<file path="src/hw/rtl/dsi_pkg.sv">
// Shared types and constants for the decimal string to int64 converter.
`timescale 1ns / 1ps

package dsi_pkg;

  // ASCII codes that the front end recognizes.
  localparam logic [7:0] CH_ZERO  = 8'h30;
  localparam logic [7:0] CH_NINE  = 8'h39;
  localparam logic [7:0] CH_PLUS  = 8'h2B;
  localparam logic [7:0] CH_MINUS = 8'h2D;
  localparam logic [7:0] CH_E_LO  = 8'h65;
  localparam logic [7:0] CH_E_UP  = 8'h45;

  // Largest exponent that can still give a valid result, and the saturation point.
  localparam logic [4:0] EXP_MAX = 5'd18;
  localparam logic [4:0] EXP_SAT = 5'd19;

  // Magnitude limit of the mantissa (2^63), held wide enough for the x10 + d sum.
  localparam logic [67:0] MANT_LIMIT = 68'h0_8000_0000_0000_0000;

  // Largest magnitude that can be multiplied by ten without leaving int64.
  localparam logic [63:0] SCALE_LIMIT = 64'd922337203685477580;

  // Token operations passed from the front end to the back end.
  typedef enum logic [2:0] {
    OP_NONE,
    OP_MANT_NEG,
    OP_EXP_NEG,
    OP_MANT_DIGIT,
    OP_EXP_DIGIT,
    OP_JUNK
  } dsi_op_t;

  // One classified character, plus end-of-string information.
  typedef struct packed {
    dsi_op_t    op;
    logic [3:0] digit;
    logic       last;
    logic       empty;
  } dsi_tok_t;

endpackage

</file>
<file path="src/hw/rtl/dsi_front.sv">
// Front end: accepts characters, tracks field position and classifies each word.
`timescale 1ns / 1ps

module dsi_front
  import dsi_pkg::*;
(
  input  logic       clk,
  input  logic       rst_n,
  input  logic       in_valid,
  input  logic [7:0] in_char_code,
  input  logic       in_char_present,
  input  logic       in_last,
  input  logic       queue_full,
  output logic       push,
  output dsi_tok_t   push_tok
);

  logic in_exp_r, in_exp_nxt;
  logic field_start_r, field_start_nxt;
  logic any_seen_r, any_seen_nxt;
  logic accept;
  logic is_digit;
  logic is_e;
  dsi_op_t op;

  assign accept   = in_valid && !queue_full;
  assign is_digit = (in_char_code >= CH_ZERO) && (in_char_code <= CH_NINE);
  assign is_e     = (in_char_code == CH_E_LO) || (in_char_code == CH_E_UP);

  // Classify the character against the current field position.
  always_comb begin
    op              = OP_NONE;
    in_exp_nxt      = in_exp_r;
    field_start_nxt = field_start_r;
    any_seen_nxt    = any_seen_r;
    if (in_char_present) begin
      any_seen_nxt    = 1'b1;
      field_start_nxt = 1'b0;
      priority if (field_start_r && (in_char_code == CH_PLUS)) begin
        op = OP_NONE;
      end else if (field_start_r && (in_char_code == CH_MINUS)) begin
        op = in_exp_r ? OP_EXP_NEG : OP_MANT_NEG;
      end else if (is_digit) begin
        op = in_exp_r ? OP_EXP_DIGIT : OP_MANT_DIGIT;
      end else if (!in_exp_r && is_e) begin
        op              = OP_NONE;
        in_exp_nxt      = 1'b1;
        field_start_nxt = 1'b1;
      end else begin
        op = OP_JUNK;
      end
    end
    // The end of a string returns the parser to its start state.
    if (in_last) begin
      in_exp_nxt      = 1'b0;
      field_start_nxt = 1'b1;
      any_seen_nxt    = 1'b0;
    end
  end

  // Only words that change the back end state or end a string are queued.
  assign push           = accept && ((op != OP_NONE) || in_last);
  assign push_tok.op    = op;
  assign push_tok.digit = in_char_code[3:0];
  assign push_tok.last  = in_last;
  assign push_tok.empty = !(any_seen_r || in_char_present);

  // Parser position registers.
  always_ff @(posedge clk) begin
    if (!rst_n) begin
      in_exp_r      <= 1'b0;
      field_start_r <= 1'b1;
      any_seen_r    <= 1'b0;
    end else if (accept) begin
      in_exp_r      <= in_exp_nxt;
      field_start_r <= field_start_nxt;
      any_seen_r    <= any_seen_nxt;
    end
  end

endmodule

</file>
<file path="src/hw/rtl/dsi_queue.sv">
// Small token queue that decouples the front end from the back end.
`timescale 1ns / 1ps

module dsi_queue
  import dsi_pkg::*;
#(
  parameter int DEPTH = 4
) (
  input  logic     clk,
  input  logic     rst_n,
  input  logic     push,
  input  dsi_tok_t push_tok,
  output logic     full,
  input  logic     pop,
  output dsi_tok_t pop_tok,
  output logic     not_empty
);

  localparam int IW = $clog2(DEPTH);
  localparam int CW = $clog2(DEPTH + 1);

  dsi_tok_t        mem_r [DEPTH];
  logic [IW-1:0]   wr_ptr_r, wr_ptr_nxt;
  logic [IW-1:0]   rd_ptr_r, rd_ptr_nxt;
  logic [CW-1:0]   count_r, count_nxt;

  assign full      = (count_r == CW'(DEPTH));
  assign not_empty = (count_r != '0);
  assign pop_tok   = mem_r[rd_ptr_r];

  // Pointer and fill count updates.
  always_comb begin
    wr_ptr_nxt = wr_ptr_r;
    rd_ptr_nxt = rd_ptr_r;
    count_nxt  = count_r;
    if (push) begin
      wr_ptr_nxt = (wr_ptr_r == IW'(DEPTH - 1)) ? '0 : wr_ptr_r + 1'b1;
    end
    if (pop) begin
      rd_ptr_nxt = (rd_ptr_r == IW'(DEPTH - 1)) ? '0 : rd_ptr_r + 1'b1;
    end
    if (push && !pop) begin
      count_nxt = count_r + 1'b1;
    end else if (pop && !push) begin
      count_nxt = count_r - 1'b1;
    end
  end

  always_ff @(posedge clk) begin
    if (!rst_n) begin
      wr_ptr_r <= '0;
      rd_ptr_r <= '0;
      count_r  <= '0;
    end else begin
      wr_ptr_r <= wr_ptr_nxt;
      rd_ptr_r <= rd_ptr_nxt;
      count_r  <= count_nxt;
    end
  end

  // Token storage.
  always_ff @(posedge clk) begin
    if (push) begin
      mem_r[wr_ptr_r] <= push_tok;
    end
  end

  a_count_bound: assert property (@(posedge clk) disable iff (!rst_n)
    count_r <= CW'(DEPTH))
    else $error("queue fill count exceeds its depth");

endmodule

</file>
<file path="src/hw/rtl/dsi_back.sv">
// Back end: accumulates mantissa and exponent, scales by ten and holds the result word.
`timescale 1ns / 1ps

module dsi_back
  import dsi_pkg::*;
(
  input  logic               clk,
  input  logic               rst_n,
  input  logic               tok_valid,
  input  dsi_tok_t           tok,
  output logic               pop,
  output logic               out_valid,
  input  logic               out_stall,
  output logic signed [63:0] out_value,
  output logic               out_error
);

  // Accumulator state.
  logic        mneg_r, mneg_nxt;
  logic [63:0] mag_r, mag_nxt;
  logic        eneg_r, eneg_nxt;
  logic [4:0]  exp_r, exp_nxt;
  logic        err_r, err_nxt;

  // Scaler state.
  logic        s_busy_r, s_busy_nxt;
  logic [4:0]  s_cnt_r, s_cnt_nxt;
  logic [63:0] s_mag_r, s_mag_nxt;
  logic        s_neg_r, s_neg_nxt;
  logic        s_err_r, s_err_nxt;

  // Output register.
  logic               out_valid_r, out_valid_nxt;
  logic signed [63:0] out_value_r;
  logic               out_error_r;

  logic [67:0] mant_sum;
  logic [7:0]  exp_sum;
  logic        out_free;
  logic        s_done;
  logic        s_free;
  logic        load;
  logic        fin_err;

  assign out_free = !out_valid_r || !out_stall;
  assign s_done   = s_busy_r && (s_cnt_r == '0) && out_free;
  assign s_free   = !s_busy_r || s_done;
  assign pop      = tok_valid && (!tok.last || s_free);
  assign load     = pop && tok.last;

  assign mant_sum = ({4'b0, mag_r} << 3) + ({4'b0, mag_r} << 1) + {64'b0, tok.digit};
  assign exp_sum  = ({3'b0, exp_r} << 3) + ({3'b0, exp_r} << 1) + {4'b0, tok.digit};

  // Apply one token to the accumulator.
  always_comb begin
    mneg_nxt = mneg_r;
    mag_nxt  = mag_r;
    eneg_nxt = eneg_r;
    exp_nxt  = exp_r;
    err_nxt  = err_r;
    unique case (tok.op)
      OP_MANT_NEG: mneg_nxt = 1'b1;
      OP_EXP_NEG:  eneg_nxt = 1'b1;
      OP_MANT_DIGIT: begin
        if (mant_sum > MANT_LIMIT) begin
          err_nxt = 1'b1;
        end else begin
          mag_nxt = mant_sum[63:0];
        end
      end
      OP_EXP_DIGIT: begin
        exp_nxt = (exp_sum > {3'b0, EXP_SAT}) ? EXP_SAT : exp_sum[4:0];
      end
      OP_JUNK:     err_nxt = 1'b1;
      default:     ;
    endcase
  end

  // Range checks made when a string ends.
  assign fin_err = err_nxt || tok.empty || (!mneg_nxt && mag_nxt[63]) ||
                   (exp_nxt > EXP_MAX) || (eneg_nxt && (exp_nxt != '0));

  always_ff @(posedge clk) begin
    if (!rst_n || load) begin
      mneg_r <= 1'b0;
      mag_r  <= '0;
      eneg_r <= 1'b0;
      exp_r  <= '0;
      err_r  <= 1'b0;
    end else if (pop) begin
      mneg_r <= mneg_nxt;
      mag_r  <= mag_nxt;
      eneg_r <= eneg_nxt;
      exp_r  <= exp_nxt;
      err_r  <= err_nxt;
    end
  end

  // Scaler: one multiply by ten per cycle with an exact overflow check.
  always_comb begin
    s_busy_nxt = s_busy_r;
    s_cnt_nxt  = s_cnt_r;
    s_mag_nxt  = s_mag_r;
    s_neg_nxt  = s_neg_r;
    s_err_nxt  = s_err_r;
    if (s_busy_r && (s_cnt_r != '0)) begin
      if (s_mag_r > SCALE_LIMIT) begin
        s_err_nxt = 1'b1;
        s_cnt_nxt = '0;
      end else begin
        s_mag_nxt = (s_mag_r << 3) + (s_mag_r << 1);
        s_cnt_nxt = s_cnt_r - 1'b1;
      end
    end
    if (s_done) begin
      s_busy_nxt = 1'b0;
    end
    if (load) begin
      s_busy_nxt = 1'b1;
      s_cnt_nxt  = fin_err ? 5'd0 : exp_nxt;
      s_mag_nxt  = mag_nxt;
      s_neg_nxt  = mneg_nxt;
      s_err_nxt  = fin_err;
    end
  end

  always_ff @(posedge clk) begin
    if (!rst_n) begin
      s_busy_r <= 1'b0;
      s_cnt_r  <= '0;
      s_err_r  <= 1'b0;
    end else begin
      s_busy_r <= s_busy_nxt;
      s_cnt_r  <= s_cnt_nxt;
      s_err_r  <= s_err_nxt;
    end
  end

  always_ff @(posedge clk) begin
    s_mag_r <= s_mag_nxt;
    s_neg_r <= s_neg_nxt;
  end

  // Result word register.
  always_comb begin
    out_valid_nxt = out_valid_r;
    if (out_valid_r && !out_stall) begin
      out_valid_nxt = 1'b0;
    end
    if (s_done) begin
      out_valid_nxt = 1'b1;
    end
  end

  always_ff @(posedge clk) begin
    if (!rst_n) begin
      out_valid_r <= 1'b0;
    end else begin
      out_valid_r <= out_valid_nxt;
    end
  end

  always_ff @(posedge clk) begin
    if (s_done) begin
      out_error_r <= s_err_r;
      if (s_err_r) begin
        out_value_r <= '0;
      end else begin
        out_value_r <= s_neg_r ? (64'sd0 - $signed(s_mag_r)) : $signed(s_mag_r);
      end
    end
  end

  assign out_valid = out_valid_r;
  assign out_value = out_value_r;
  assign out_error = out_error_r;

  a_err_zero: assert property (@(posedge clk) disable iff (!rst_n)
    out_valid_r && out_error_r |-> out_value_r == 64'sd0)
    else $error("error word carries a nonzero value");

  a_scale_busy: assert property (@(posedge clk) disable iff (!rst_n)
    s_busy_r && (s_cnt_r != '0) |=> s_busy_r)
    else $error("scaler released before its count ran out");

  a_err_no_count: assert property (@(posedge clk) disable iff (!rst_n)
    s_busy_r && s_err_r |-> s_cnt_r == '0)
    else $error("scaler still counting on an error");

  a_cnt_bound: assert property (@(posedge clk) disable iff (!rst_n)
    s_busy_r |-> s_cnt_r <= EXP_MAX)
    else $error("scaler count above the exponent limit");

endmodule

</file>
<file path="src/hw/rtl/decimal_exponent_string_to_int64_core.sv">
// Top level of the streaming decimal string to int64 converter.
`timescale 1ns / 1ps

// Usage:
//   The input channel carries one word per character: in_char_code, a flag
//   in_char_present (0 for a bare end marker) and in_last, which ends the string.
//   Exactly one result word (out_value, out_error) follows each word with
//   in_last set; other words give none. Both channels use valid and stall.
//   Throughput: the front end takes one word per cycle while the token queue
//   has room. The back end applies one token per cycle, but an end token waits
//   while the scaler is busy; a string end loads the scaler, which multiplies
//   by ten once per unit of exponent value (exponent at most 18) and then
//   writes the result once the output register is free. A string already
//   in error skips the scaling, and an overflow found while scaling ends it
//   early.
//   Characters of the next string keep flowing into the accumulator while
//   the scaler works; only the next end word waits for it.
//   Reset (rst_n low, synchronous) empties the queue, clears the parser and
//   drops any pending result. When the receiver stalls, the result stays in
//   the output register, the scaler and then the queue fill, and in_stall
//   rises once the queue is full.

module decimal_exponent_string_to_int64_core
  import dsi_pkg::*;
#(
  parameter int QUEUE_DEPTH = 4
) (
  input  logic               clk,
  input  logic               rst_n,
  input  logic               in_valid,
  output logic               in_stall,
  input  logic [7:0]         in_char_code,
  input  logic               in_char_present,
  input  logic               in_last,
  output logic               out_valid,
  input  logic               out_stall,
  output logic signed [63:0] out_value,
  output logic               out_error
);

  logic     queue_full;
  logic     push;
  dsi_tok_t push_tok;
  logic     pop;
  dsi_tok_t pop_tok;
  logic     not_empty;

  assign in_stall = queue_full;

  // Character classification.
  dsi_front u_front (
    .clk             (clk),
    .rst_n           (rst_n),
    .in_valid        (in_valid),
    .in_char_code    (in_char_code),
    .in_char_present (in_char_present),
    .in_last         (in_last),
    .queue_full      (queue_full),
    .push            (push),
    .push_tok        (push_tok)
  );

  // Token queue between the two halves.
  dsi_queue #(
    .DEPTH (QUEUE_DEPTH)
  ) u_queue (
    .clk       (clk),
    .rst_n     (rst_n),
    .push      (push),
    .push_tok  (push_tok),
    .full      (queue_full),
    .pop       (pop),
    .pop_tok   (pop_tok),
    .not_empty (not_empty)
  );

  // Accumulation, scaling and result register.
  dsi_back u_back (
    .clk       (clk),
    .rst_n     (rst_n),
    .tok_valid (not_empty),
    .tok       (pop_tok),
    .pop       (pop),
    .out_valid (out_valid),
    .out_stall (out_stall),
    .out_value (out_value),
    .out_error (out_error)
  );

endmodule
</file>
<file path="config.mk">
export PLATFORM = sky130hd
export DESIGN_NAME = decimal_exponent_string_to_int64_core
export DESIGN_NICKNAME = d
export VERILOG_FILES = /design/src/hw/rtl/dsi_pkg.sv /design/src/hw/rtl/dsi_front.sv /design/src/hw/rtl/dsi_queue.sv /design/src/hw/rtl/dsi_back.sv /design/src/hw/rtl/decimal_exponent_string_to_int64_core.sv
export SDC_FILE = /design/constraint.sdc
export NUM_CORES = 1
export LEC_CHECK = 0
export BUFFER_PORTS_ARGS = -buffer_cell sky130_fd_sc_hd__buf_2
export CAP_MARGIN = 20
export CORE_ASPECT_RATIO = 1.4
export CORE_MARGIN = 5
export CORE_UTILIZATION = 50
export DETAILED_ROUTE_END_ITERATION = 10
export HOLD_SLACK_MARGIN = 0.02
export PLACE_DENSITY = 0.67
export SLEW_MARGIN = 20
export SYNTH_ARGS = -nofsm -noshare
export SYNTH_HDL_FRONTEND = slang
export SYNTH_HIERARCHICAL = 1
export SYNTH_SLANG_ARGS = --single-unit
</file>
<file path="constraint.sdc">
create_clock -name clk -period 23 [get_ports clk]
set_input_delay 1.15 -clock clk [delete_from_list [all_inputs] [get_ports clk]]
set_output_delay 1.15 -clock clk [all_outputs]
set_load 0.005 [all_outputs]
</file>
# Word-level counts from Yosys, hierarchy flattened

Memory sizes are Yosys's and may differ from the RTL's. A register that Yosys moved wholly into a read port is not among the register bits.
Cells that the tools add are included.

Bits in registers: 220
Bits in writable memories: 36
Output and inout port bits: 67
Logic and storage cells: 159
Memories kept: 1

Memory list:

| name          | depth | bits a word | read ports | clocked after Yosys merged registers in | write ports | line            | RTL |
|---|---|---|---|---|---|---|---|
| u_queue.mem_r | 4     | 9           | 1          | 1                                       | 1           | dsi_queue.sv:22 | `dsi_tok_t mem_r [DEPTH];` |

Add/subtract/negate cells: 11
Magnitude comparators: 6
Eq/ne operators: 16
Muxes and demuxes: 52
Reductions and logical operators: 54

Operators by type and width:

| operator              | count |
|---|---|
| $mux 64               | 6 |
| $add 67x65->68        | 1 |
| $add 68x4->68         | 1 |
| $gt 68x64->1 const B  | 1 |
| $add 64x64->64        | 1 |
| $gt 64x60->1 const B  | 1 |
| $sub 1x64->64 const A | 1 |
| $mux 5                | 6 |
| $mux 1                | 26 |
| $mux 3                | 8 |
| $eq 8x6->1 const B    | 2 |
| $eq 8x7->1 const B    | 2 |
| $logic_and 1x1->1     | 16 |
| $reduce_bool 2->1     | 7 |
| $logic_not 1->1       | 11 |
| $logic_or 1x1->1      | 11 |
| $mux 2                | 5 |
| $reduce_bool 5->1     | 2 |
| $eq 3x3->1 const B    | 3 |
| $add 8x4->8           | 1 |
| $add 8x6->8           | 1 |
| $ge 8x6->1 const B    | 1 |
| $gt 8x5->1 const B    | 1 |
| $le 8x6->1 const B    | 1 |
| 15 further kinds      | 23 |

# Longest topological paths before layout

Gate-level depths: netlist (run 1).

Depth in word-level cells: 15
Gate-level depth with buffers: 21
Mapped depth without buffers: 18

# Cells and area by module

The synthesis (run 1) kept the hierarchy.

By module, submodules not included:

| module    | instances | cells an instance | area each (µm²) | sequential area each (µm²) |
|---|---|---|---|---|
| dsi_back  | 1         | 2,259             | 19,279.7        | 5,505.3 |
| dsi_queue | 1         | 91                | 1,759.2         | 1,261.2 |
| dsi_front | 1         | 39                | 307.8           | 60.1 |

# Worst setup path after synthesis (run 1)

OpenSTA, ideal clock, no wires.

Kind: input port to flip-flop
From: input port out_stall
To: register u_back.s_mag_r[0], enable pin
Setup time: 0.574 ns
Data arrival time: 7.804 ns
Data required time: 22.426 ns
Slack: 14.622 ns
Stages on the path: 8
Buffers on the path: 2
Cells stage by stage: a21oi_1 -> nand2b_1 -> o21ai_1 -> inv_2 -> nand2_1 -> clkbuf_1 -> buf_1 -> o21ai_0

Cells in the longest elaborated chain, start to end: 9

Ends and longest elaborated chain:

| element                                                   | line                                        | RTL |
|---|---|---|
| from (decl)                                               | decimal_exponent_string_to_int64_core.sv:36 | `input logic out_stall,` |
| $logic_not 1->1 *                                         | dsi_back.sv:45                              | `assign out_free = !out_valid_r \|\| !out_stall;` |
| $logic_or 1x1->1 *                                        | dsi_back.sv:45                              |  |
| $logic_and 1x1->1 *                                       | dsi_back.sv:46                              | `assign s_done = s_busy_r && (s_cnt_r == '0) && out_free;` |
| $logic_or 1x1->1 *                                        | dsi_back.sv:47                              | `assign s_free = !s_busy_r \|\| s_done;` |
| $logic_or 1x1->1 *                                        | dsi_back.sv:48                              | `assign pop = tok_valid && (!tok.last \|\| s_free);` |
| $logic_and 1x1->1 *                                       | dsi_back.sv:48                              |  |
| via pop                                                   | decimal_exponent_string_to_int64_core.sv:44 | `logic pop;` |
| $logic_and 1x1->1 *                                       | dsi_back.sv:49                              | `assign load = pop && tok.last;` |
| $ne 2x1->1 (no line) or $reduce_bool 2->1 (tied branches) | --                                          |  |
| $reduce_and 2->1 (no line) *                              | --                                          |  |
| to (signal assigned)                                      | dsi_back.sv:140                             | `s_mag_r <= s_mag_nxt;` |
| to (decl)                                                 | dsi_back.sv:28                              | `logic [63:0] s_mag_r, s_mag_nxt;` |

The timed path passes the listed nets; every way through them passes the cells marked *.
A chain may end at the register's enable or synchronous reset.

==> impl_metrics.ini, run 1 <==
[global_route]
grt.overflow.total = 0
use_met2_pct = 47.8
use_met3_pct = 2.30
grt_start_max_net_pins = 81
grt_util_met1_pct = 31.4
grt.busiest_layer = met2
groute.usage.overall_pct = 26.0
grt_pass1_vias = 18208
antenna_found_initial = 1
grt_pass1_wl_um = 98500

[synth]
synth_edf_count = 166
synth_seq_area_share_pct = 32.0
syn_inst = 2389
ys_top_cells_by_area = edfxtp_1 23%, ha_1 12%, dfxtp_1 8.6%, mux2i_1 5.3%, nor2_1 5.0%
syn_nets = 2613
ys_ff_latch = 258
synthArstFlopShare_pct = 0
ys.flop_type = edfxtp_1
synth_common_cells = 282 x nor2_1, 204 x ha_1, 190 x nand2_1
synth_top_area_cell = edfxtp_1
synth_warnings = 6
yosysMostFrequentCell = nor2_1
synth.distinct_cells = 108
avgSynthCellArea_sq_um = 8.94
yosys.area.top_type_share_pct = 23.4
synth_area_sq_um = 21300

[final_layout]
area_growth_pct = 7.36
nets = 2615
drive_gt1_share_pct = 8.29

[critical_path]
cp-start-kind = flip-flop
required_ns = 23.28
cp_cell_sequence = mux4_2, inv_1, fa_1, inv_1, ha_1, a211oi_2, o21ai_2, nand3_1, a31oi_1, o2111a_1, or3_4, xnor2_1, nor3_1, nand4bb_1, nor4_4, o21ai_4, buf_4, and2_1, a222oi_1
worst-path-max-fanout = 47
cp_num_buf_inv = 3
worstSetupEndpointType = flip-flop
worst-setup-path-type = reg -> reg
worst_ep_arrival_time_ns = 7.33
critical-path-top-delay-family = simple AND/OR/NAND/NOR gates
cp_slowest_cell = xnor2_1
crit_top_cell = inv_1
critical_path.max_stage_delay_ns = 0.84

[floorplan]
row_count = 89
coreArea_sq_um = 42200
die_h_um = 254
die_x_um = 185
initial_utilization_pct = 50.6
die_area_sq_um = 47000
io_pins = 81

[power_and_ir_drop]
swShare_pct = 44.8
clock_power_share_pct = 14.3
p_int_mw = 1.76
pwr-share-comb_pct = 56.1
ir_worst_vdd_mv = 0.0876
powerDensity_nw_per_um2 = 139
p_seq_share_pct = 29.6
p_sw_mw = 1.43
finalPower_mw = 3.18
leakagePower_nw = 9.94

[timing]
setup_viol = 0
finClkSkew_ns = 0.0222
fmax_mhz = 142
tns_ns = 0
holdWs_ns = 0.464
rsz0062_at_grt = false
finalCritPeriodShare_pct = 30.7
relSlewSlack_pct = 22.1
post-route-min-period_ns = 7.06
slew_violations = 0
hold_violations = 0
worst_slew_pin_slew_ns = 1.16

[clocking]
postCtsSetupBuffers = 0
cts.clk_slew.worst_paths_ns = 0.06
clock-root-buffer = clkbuf_16
cts-resized-gates = 0
cts-htree-levels = 1
cts_tree = yes
clock_latency_ns = 0.57
cts.sinks = 258
cts.path.max_buffers = 3
cts_buffers = 27
hold_buffers = 0

[detailed_routing]
first_pass_iters = 5
wire_per_inst_um = 21.3
ant_nets = 0
drt_iter0_drc = 1195
drc = 0
num_vias = 18489
drt_wl_total_um = 62900
viasPerCell = 6.25

[job]
max_cap_violations = 0

[status]
status = finished clean

[min_path]
holdCritStartpoint = u_back/s_cnt_r[4]$_SDFFE_PN0P_
min_path_type = reg -> reg

[placed_design]
io_buffers = 80
place_congestion = 0.971
place_hpwl_um = 49300
==> final cells by class <==
cell class | count | area (sq um)
fillers | 3951 | 19300
repair buffers | 91 | 483
diodes | 1 | 2.50
clock inverters | 16 | 198
multi-input cells | 1949 | 13800
inverters | 64 | 240
clock buffers | 34 | 712
flip-flops and latches | 258 | 6830
well taps | 546 | 683
==> sequential cells by signal, indices dropped and copies added (netlist names), 3 cells and up, named ones only <==
| register | flops |
|---|---|
| u_back/exp_r | 5 |
| u_back/mag_r | 64 |
| u_back/out_value | 64 |
| u_back/s_cnt_r | 5 |
| u_back/s_mag_r | 64 |
| u_queue/count_r | 3 |
| u_queue/mem_r | 36 |
==> worst register-to-register path: stages, from the launching register on <==
cell       delay [ns]
dfxtp_1          0.69
mux4_2           0.62
inv_1            0.11
fa_1             0.44
inv_1            0.08
ha_1             0.25
a211oi_2         0.36
o21ai_2          0.20
nand3_1          0.29
a31oi_1          0.26
o2111a_1         0.32
or3_4            0.36
xnor2_1          0.84
nor3_1           0.15
nand4bb_1        0.29
nor4_4           0.13
o21ai_4          0.15
buf_4            0.63
and2_1           0.43
a222oi_1         0.18
==> power groups by stage <==
stage,clock (mW),combinational (mW),sequential (mW)
5_1_grt,0.484,1.98,0.965
3_3_place_gp,0,1.74,0.946
3_5_place_dp,0,1.76,0.950
4_1_cts,0.464,1.78,0.941
2_1_floorplan,0,1.37,0.888
6_report,0.455,1.78,0.944
==> through the flow <==
stage	worst slack [ns]	utilization (%)	cells	cell area, sq um
final	15.94	54.3	2959	22900
after global routing	15.74	54.3	2958	22900
after CTS	15.99	54.3	2958	22900
after detailed placement	16.04	52.1	2908	22000
after global placement	16.04	52.1	2908	22000
after floorplan	14.62	-	2389	21300
==> cell usage in the layout (no fill, tap or decap), types with 61 or more instances in the layout <==
cell / n
inv_1: 63
xnor2_1: 85
edfxtp_1: 166
buf_2: 80
ha_1: 204
nand2_1: 188
a21o_1: 61
nor2_1: 282
a21oi_1: 180
dfxtp_1: 91
o21ai_0: 131
mux2i_1: 113
xor2_1: 94
==> layer usage <==
metal	vias up	part of all wire [%]
met5	-	0.019
met1	8926	41
li1	8927	-
met3	130	4.6
met2	504	51
met4	2	4.1
==> path summary, 6_finish.rpt <==
path | end | slack [ns] | cells past startpoint
worst max register to register | u_back/s_mag_r[40]$_DFFE_PP_ | 15.94 | 19
worst min register to register | u_back/s_cnt_r[4]$_SDFFE_PN0P_ | 0.46 | 2
worst min-delay path | u_back/s_cnt_r[4]$_SDFFE_PN0P_ | 0.46 | 2
worst max-delay path | u_back/s_mag_r[40]$_DFFE_PP_ | 15.94 | 19
==> kinds of logic (layout without fill, tap and decap cells) <==
logic type / after synthesis / in the layout / synth area share [%]
other: 0 / 1 / 0
adder cells (fa/ha/maj): 210 / 210 / 12.5
multiplexers: 122 / 122 / 6.25
AND/OR/NAND/NOR: 789 / 789 / 18.1
AO/OA/AOI/OAI: 649 / 649 / 20.1
buffers and inverters: 182 / 205 / 3.70
flip-flops: 258 / 258 / 32.0
XOR/XNOR: 179 / 179 / 7.34
(Power assumes the default switching activity.)
==> inputs of run 2 (changes only) <==
--- a/config.mk
+++ b/config.mk
@@ -5,6 +5,7 @@
 export SDC_FILE = /design/constraint.sdc
 export NUM_CORES = 1
 export LEC_CHECK = 0
+export ABC_AREA = 1
 export BUFFER_PORTS_ARGS = -buffer_cell sky130_fd_sc_hd__buf_2
 export CAP_MARGIN = 20
 export CORE_ASPECT_RATIO = 1.4
@@ -12,7 +13,7 @@
 export CORE_UTILIZATION = 50
 export DETAILED_ROUTE_END_ITERATION = 10
 export HOLD_SLACK_MARGIN = 0.02
-export PLACE_DENSITY = 0.67
+export PLACE_DENSITY = 0.69
 export SLEW_MARGIN = 20
 export SYNTH_ARGS = -nofsm -noshare
 export SYNTH_HDL_FRONTEND = slang
==> constraint.sdc (replaced) <==
create_clock -name clk -period 6.1 [get_ports clk]
set_input_delay 0.305 -clock clk [delete_from_list [all_inputs] [get_ports clk]]
set_output_delay 0.305 -clock clk [all_outputs]
set_load 0.005 [all_outputs]
==> impl_metrics.ini, run 2 <==
[status]
status = finished clean

[detailed_routing]
drt_iter0_drc = 1543
ant_nets = 0
num_vias = 24063
wire_per_inst_um = 17.0
drt_wl_total_um = 75400
first_pass_iters = 6
viasPerCell = 5.41
drc = 0

[placed_design]
placed_cell_area_sq_um = 25200
place_hpwl_um = 60900
place_ws_ns = 0.619
place_congestion = 1.05
io_buffers = 80

[global_route]
groute.usage.overall_pct = 27.6
grt_start_max_net_pins = 82
grt_pass1_wl_um = 119000
grt.overflow.total = 0
antenna_found_initial = 0
grt_pass1_vias = 23111

[critical_path]
worst-path-max-fanout = 33
worstSetupEndpointType = flip-flop
critical_path.max_stage_delay_ns = 0.54
worst-setup-path-type = reg -> reg
cp-start-kind = flip-flop
reg2reg_slack_ns = 0.57
worst_ep_arrival_time_ns = 5.85
critical-path-top-delay-family = simple AND/OR/NAND/NOR gates
required_ns = 6.42
cp_num_buf_inv = 3
crit_top_cell = nand2_1
cp_slowest_cell = dfxtp_1

[final_layout]
layout_commonest_cell = nand2_1
nets = 4021
drive_gt1_share_pct = 5.84
area_growth_pct = 8.10
stdcell_area_sq_um = 26100
n_antenna_cell = 0
nFillCells = 4914
final_cell_mix = 1036 x nand2_1, 620 x inv_1, 415 x nor2_1
utilization_pct = 54.5

[floorplan]
die_area_sq_um = 52900
initial_utilization_pct = 50.4
io_pins = 81
die_x_um = 196
row_count = 95
coreArea_sq_um = 47900
die_h_um = 270

[synth]
synth_edf_count = 166
syn_inst = 3735
synth_top_area_cell = edfxtp_1
yosys.area.top_type_share_pct = 20.6
ys.flop_type = edfxtp_1
synth.distinct_cells = 60
synth_seq_area_share_pct = 28.3
yosysMostFrequentCell = nand2_1
ys_ff_latch = 258
ys_top_cells_by_area = edfxtp_1 21%, nand2_1 16%, ha_1 11%, inv_1 9.7%, dfxtp_1 7.6%
synth_warnings = 6
avgSynthCellArea_sq_um = 6.47
syn_nets = 3959
synth_area_sq_um = 24100
synthArstFlopShare_pct = 0
synth_common_cells = 1037 x nand2_1, 621 x inv_1, 416 x nor2_1

[power_and_ir_drop]
ir_worst_vdd_mv = 0.294
p_seq_share_pct = 24.1
powerDensity_nw_per_um2 = 571
p_sw_mw = 7.84
swShare_pct = 52.6
leakagePower_nw = 13.3
pwr-share-comb_pct = 64.8
clock_power_share_pct = 11.1
p_int_mw = 7.07

[min_path]
min_path_type = in -> reg
holdCritStartpoint = in_char_code[2]

[timing]
holdWs_ns = 0.0777
hold_violations = 0
tns_ns = 0
setup_viol = 0
finClkSkew_ns = 0.0159
relSlewSlack_pct = 40.9
fmax_mhz = 181
setup_ws_ns = 0.570
slew_violations = 0
post-route-min-period_ns = 5.53
finalCritPeriodShare_pct = 90.6
worst_slew_pin_slew_ns = 0.887
rsz0062_at_grt = false

[clocking]
cts-htree-levels = 1
cts_buffers = 27
clock_latency_ns = 0.57
cts.sinks = 258
cts.clk_slew.worst_paths_ns = 0.07
cts-resized-gates = 0
clock-root-buffer = clkbuf_16
postCtsSetupBuffers = 0
cts.path.max_buffers = 3
cts_tree = yes

[job]
max_cap_violations = 0
## run 2: cell count changes in the layout (fill, tap and decap cells not counted), moves of 113 or more
cell | before | now
mux2i_1 | 113 | 0
nor2_1 | 282 | 415
o21ai_0 | 131 | 257
inv_1 | 63 | 620
nand3_1 | 31 | 153
nand2_1 | 188 | 1036
## run 2: power groups by stage
| stage | logic, mW | clock network (mW) | registers [mW] |
|---|---|---|---|
| after global routing | 10.9 | 1.77 | 3.67 |
| after CTS | 9.55 | 1.70 | 3.57 |
| after detailed placement | 9.49 | 0 | 3.61 |
| final | 9.66 | 1.65 | 3.60 |
| after global placement | 9.45 | 0 | 3.60 |
| after floorplan | 7.03 | 0 | 3.39 |
## run 2: final cells by class
type / instances / area (sq um) / area share [%]
Multi-Input combinational cell: 2763 / 14600 / 55.8
Sequential cell: 258 / 6830 / 26.2
Inverter: 640 / 2410 / 9.23
Tap cell: 630 / 788 / 3.02
Clock buffer: 35 / 757 / 2.90
Timing Repair Buffer: 107 / 631 / 2.42
Clock inverter: 14 / 114 / 0.436
## run 2: cells by family after synthesis
logic type      after synthesis  synth area share, %
buf+inv                     714                 11.5
fa+ha+maj                   210                 11.1
flops                       258                 28.3
simple gates               1823                 31.4
xor+xnor                     68                 2.47
compound gates              661                 15.3
mux                           1               0.0466
## run 2: final timing paths
path                                   end  depth (start not counted)
max           u_back/s_mag_r[37]$_DFFE_PP_                         29
min          u_queue/mem_r[2][4]$_DFFE_PP_                          1
max reg2reg   u_back/s_mag_r[37]$_DFFE_PP_                         29
min reg2reg     u_back/mneg_r$_SDFFE_PP0P_                          2
## run 2: layer usage
metal	global-route usage [%]	part of all wire, %
met5	0	0
met4	14.0	5.8
met3	2.35	4.5
met2	49.9	49
met1	32.5	40
## run 2: worst register-to-register path, delay by kind of cell, from the launching register on
family / cells / cell delay (ns)
AOI/OAI and AO/OA: 3 / 0.48
buffers and inverters: 3 / 0.59
adders and majority gates: 2 / 1.04
and+or+nand+nor: 20 / 2.36
muxes: 1 / 0.27
DFF: 1 / 0.54
## run 2: repair_timing
item | 4_1_cts | 5_1_grt
hold buffers | 1 | 0
endpoints found under the setup margin | 0 | 0
endpoints found under the hold margin | 4 | 0
## run 2: through the flow
stage	total power, mW	cells
final	14.9	4447
after global routing	16.3	4447
after CTS	14.8	4447
after detailed placement	13.1	4397
after global placement	13.1	4397
after floorplan	10.4	3735
==> inputs of run 3 (changes only) <==
--- a/config.mk
+++ b/config.mk
@@ -13,7 +13,9 @@
 export CORE_UTILIZATION = 50
 export DETAILED_ROUTE_END_ITERATION = 10
 export HOLD_SLACK_MARGIN = 0.02
+export MAX_ROUTING_LAYER = met4
 export PLACE_DENSITY = 0.69
+export RECOVER_POWER = 25
 export SLEW_MARGIN = 20
 export SYNTH_ARGS = -nofsm -noshare
 export SYNTH_HDL_FRONTEND = slang
==> impl_metrics.ini, run 3 (synthesis results as in run 2) <==
[detailed_routing]
viasPerCell = 5.43
num_vias = 24157
wire_per_inst_um = 17.5
drc = 0
drt_wl_total_um = 77700
drt_iter0_drc = 1635
ant_nets = 0
first_pass_iters = 6

[placed_design]
placedCellCount = 4396
place_ws_ns = 0.776
place_congestion = 1.02
placed_cell_area_sq_um = 25200
io_buffers = 80
place_hpwl_um = 63200

[final_layout]
layout.cells.non_filler = 4446
nFillCells = 4997
final_cell_mix = 1037 x nand2_1, 620 x inv_1, 415 x nor2_1
area_growth_pct = 7.94
nets = 4020
drive_gt1_share_pct = 4.61
stdcell_area_sq_um = 26100
layout_commonest_cell = nand2_1
n_antenna_cell = 0
utilization_pct = 54.4

[floorplan]
die_h_um = 270
coreArea_sq_um = 47900
row_count = 95
die_x_um = 196
io_pins = 81
die_area_sq_um = 52900
initial_utilization_pct = 50.4

[clocking]
cts.path.max_buffers = 3
cts.sinks = 258
cts-htree-levels = 1
cts_buffers = 27
clock_latency_ns = 0.58
clock-root-buffer = clkbuf_16
postCtsSetupBuffers = 0
cts_tree = yes
cts.clk_slew.worst_paths_ns = 0.07

[power_and_ir_drop]
clock_power_share_pct = 11.4
swShare_pct = 52.7
p_seq_share_pct = 23.9
pwr-share-comb_pct = 64.7
leakagePower_nw = 13.2
p_sw_mw = 7.95
finalPower_mw = 15.1
p_int_mw = 7.14
ir_worst_vdd_mv = 0.304
powerDensity_nw_per_um2 = 579

[timing]
holdWs_ns = 0.0891
rsz0062_at_grt = false
hold_violations = 0
worst_slew_pin_slew_ns = 1.90
finClkSkew_ns = 0.0322
setup_viol = 0
finalCritPeriodShare_pct = 89.1
relSlewSlack_pct = -26.8
slew_violations = 52
tns_ns = 0
setup_ws_ns = 0.665
post-route-min-period_ns = 5.43
fmax_mhz = 184

[status]
violations = max-capacitance violations, max-slew violations
status = finished, violations left

[min_path]
min_path_type = in -> reg
hold_path_depth = 3

[critical_path]
worst-setup-path-type = reg -> reg
crit_top_cell = nand2_1
cp-start-kind = flip-flop
required_ns = 6.43
critical_path.max_stage_delay_ns = 0.61
worst_ep_arrival_time_ns = 5.76
cp_slowest_cell = dfxtp_1
worst-path-max-fanout = 61
worstSetupEndpointType = flip-flop
reg2regPathDepth = 28

[global_route]
grt_start_max_net_pins = 80
groute.usage.overall_pct = 29.3
grt_pass1_vias = 23229
grt_pass1_wl_um = 122000
grt.overflow.total = 0
antenna_found_initial = 0

[job]
max_cap_violations = 1
-- run 3: changes by cell type in the layout (fill, tap and decap cells not counted), sizes merged --
cell,change
buf,-43
bufinv,+2
clkbuf,+40
clkinv,+1
clkinvlp,-1
-- run 3: metal layers --
layer / GRT usage [%] / wire length [um] / part of all wire [%] / up-vias
met4: 14.4 / 4570 / 5.9 / 0
met3: 2.52 / 3920 / 5.0 / 234
met2: 51.2 / 38400 / 49 / 702
met5: - / 0 / 0 / -
met1: 33.6 / 30800 / 40 / 10939
li1: - / - / - / 12282
-- run 3: layout make-up --
class / count / area, sq um / area share (%)
multi-input combinational: 2763 / 14600 / 55.9
sequential: 258 / 6830 / 26.2
inverter: 640 / 2410 / 9.25
tap: 630 / 788 / 3.02
clock buffer: 33 / 738 / 2.83
timing repair buffer: 106 / 564 / 2.16
clock inverter: 16 / 171 / 0.658
-- run 3: repair_timing --
item,in CTS,in global routing
hold endpoints to repair,4,0
resized for setup,0,0
hold buffers,1,0
endpoints found under the setup margin,0,0
-- run 3: worst max-delay path, delay by kind of cell (launching register included) --
family	cells	cell delay [ns]
flip-flops	1	0.61
AO/OA/AOI/OAI	3	0.43
buffers and inverters	4	0.77
AND/OR/NAND/NOR	18	2.12
multiplexers	1	0.28
adder cells (fa/ha/maj)	2	0.97
-- run 3: final timing paths --
path	startpoint	to	slack, ns
setup / recovery	flip-flop	u_back/s_mag_r[37]$_DFFE_PP_	0.67
hold / removal	out_stall	u_back/out_valid$_SDFFE_PN0P_	0.09
setup reg to reg	flip-flop	u_back/s_mag_r[37]$_DFFE_PP_	0.67
hold reg to reg	u_back/mneg_r$_SDFFE_PP0P_	u_back/mneg_r$_SDFFE_PP0P_	0.46
-- run 3: power groups by stage --
stage	clock network (mW)	logic (mW)	registers [mW]
floorplan	0	7.03	3.39
global placement	0	9.55	3.61
detailed placement	0	9.59	3.61
CTS	1.75	9.67	3.58
global route	1.82	11.0	3.68
finish	1.72	9.76	3.61
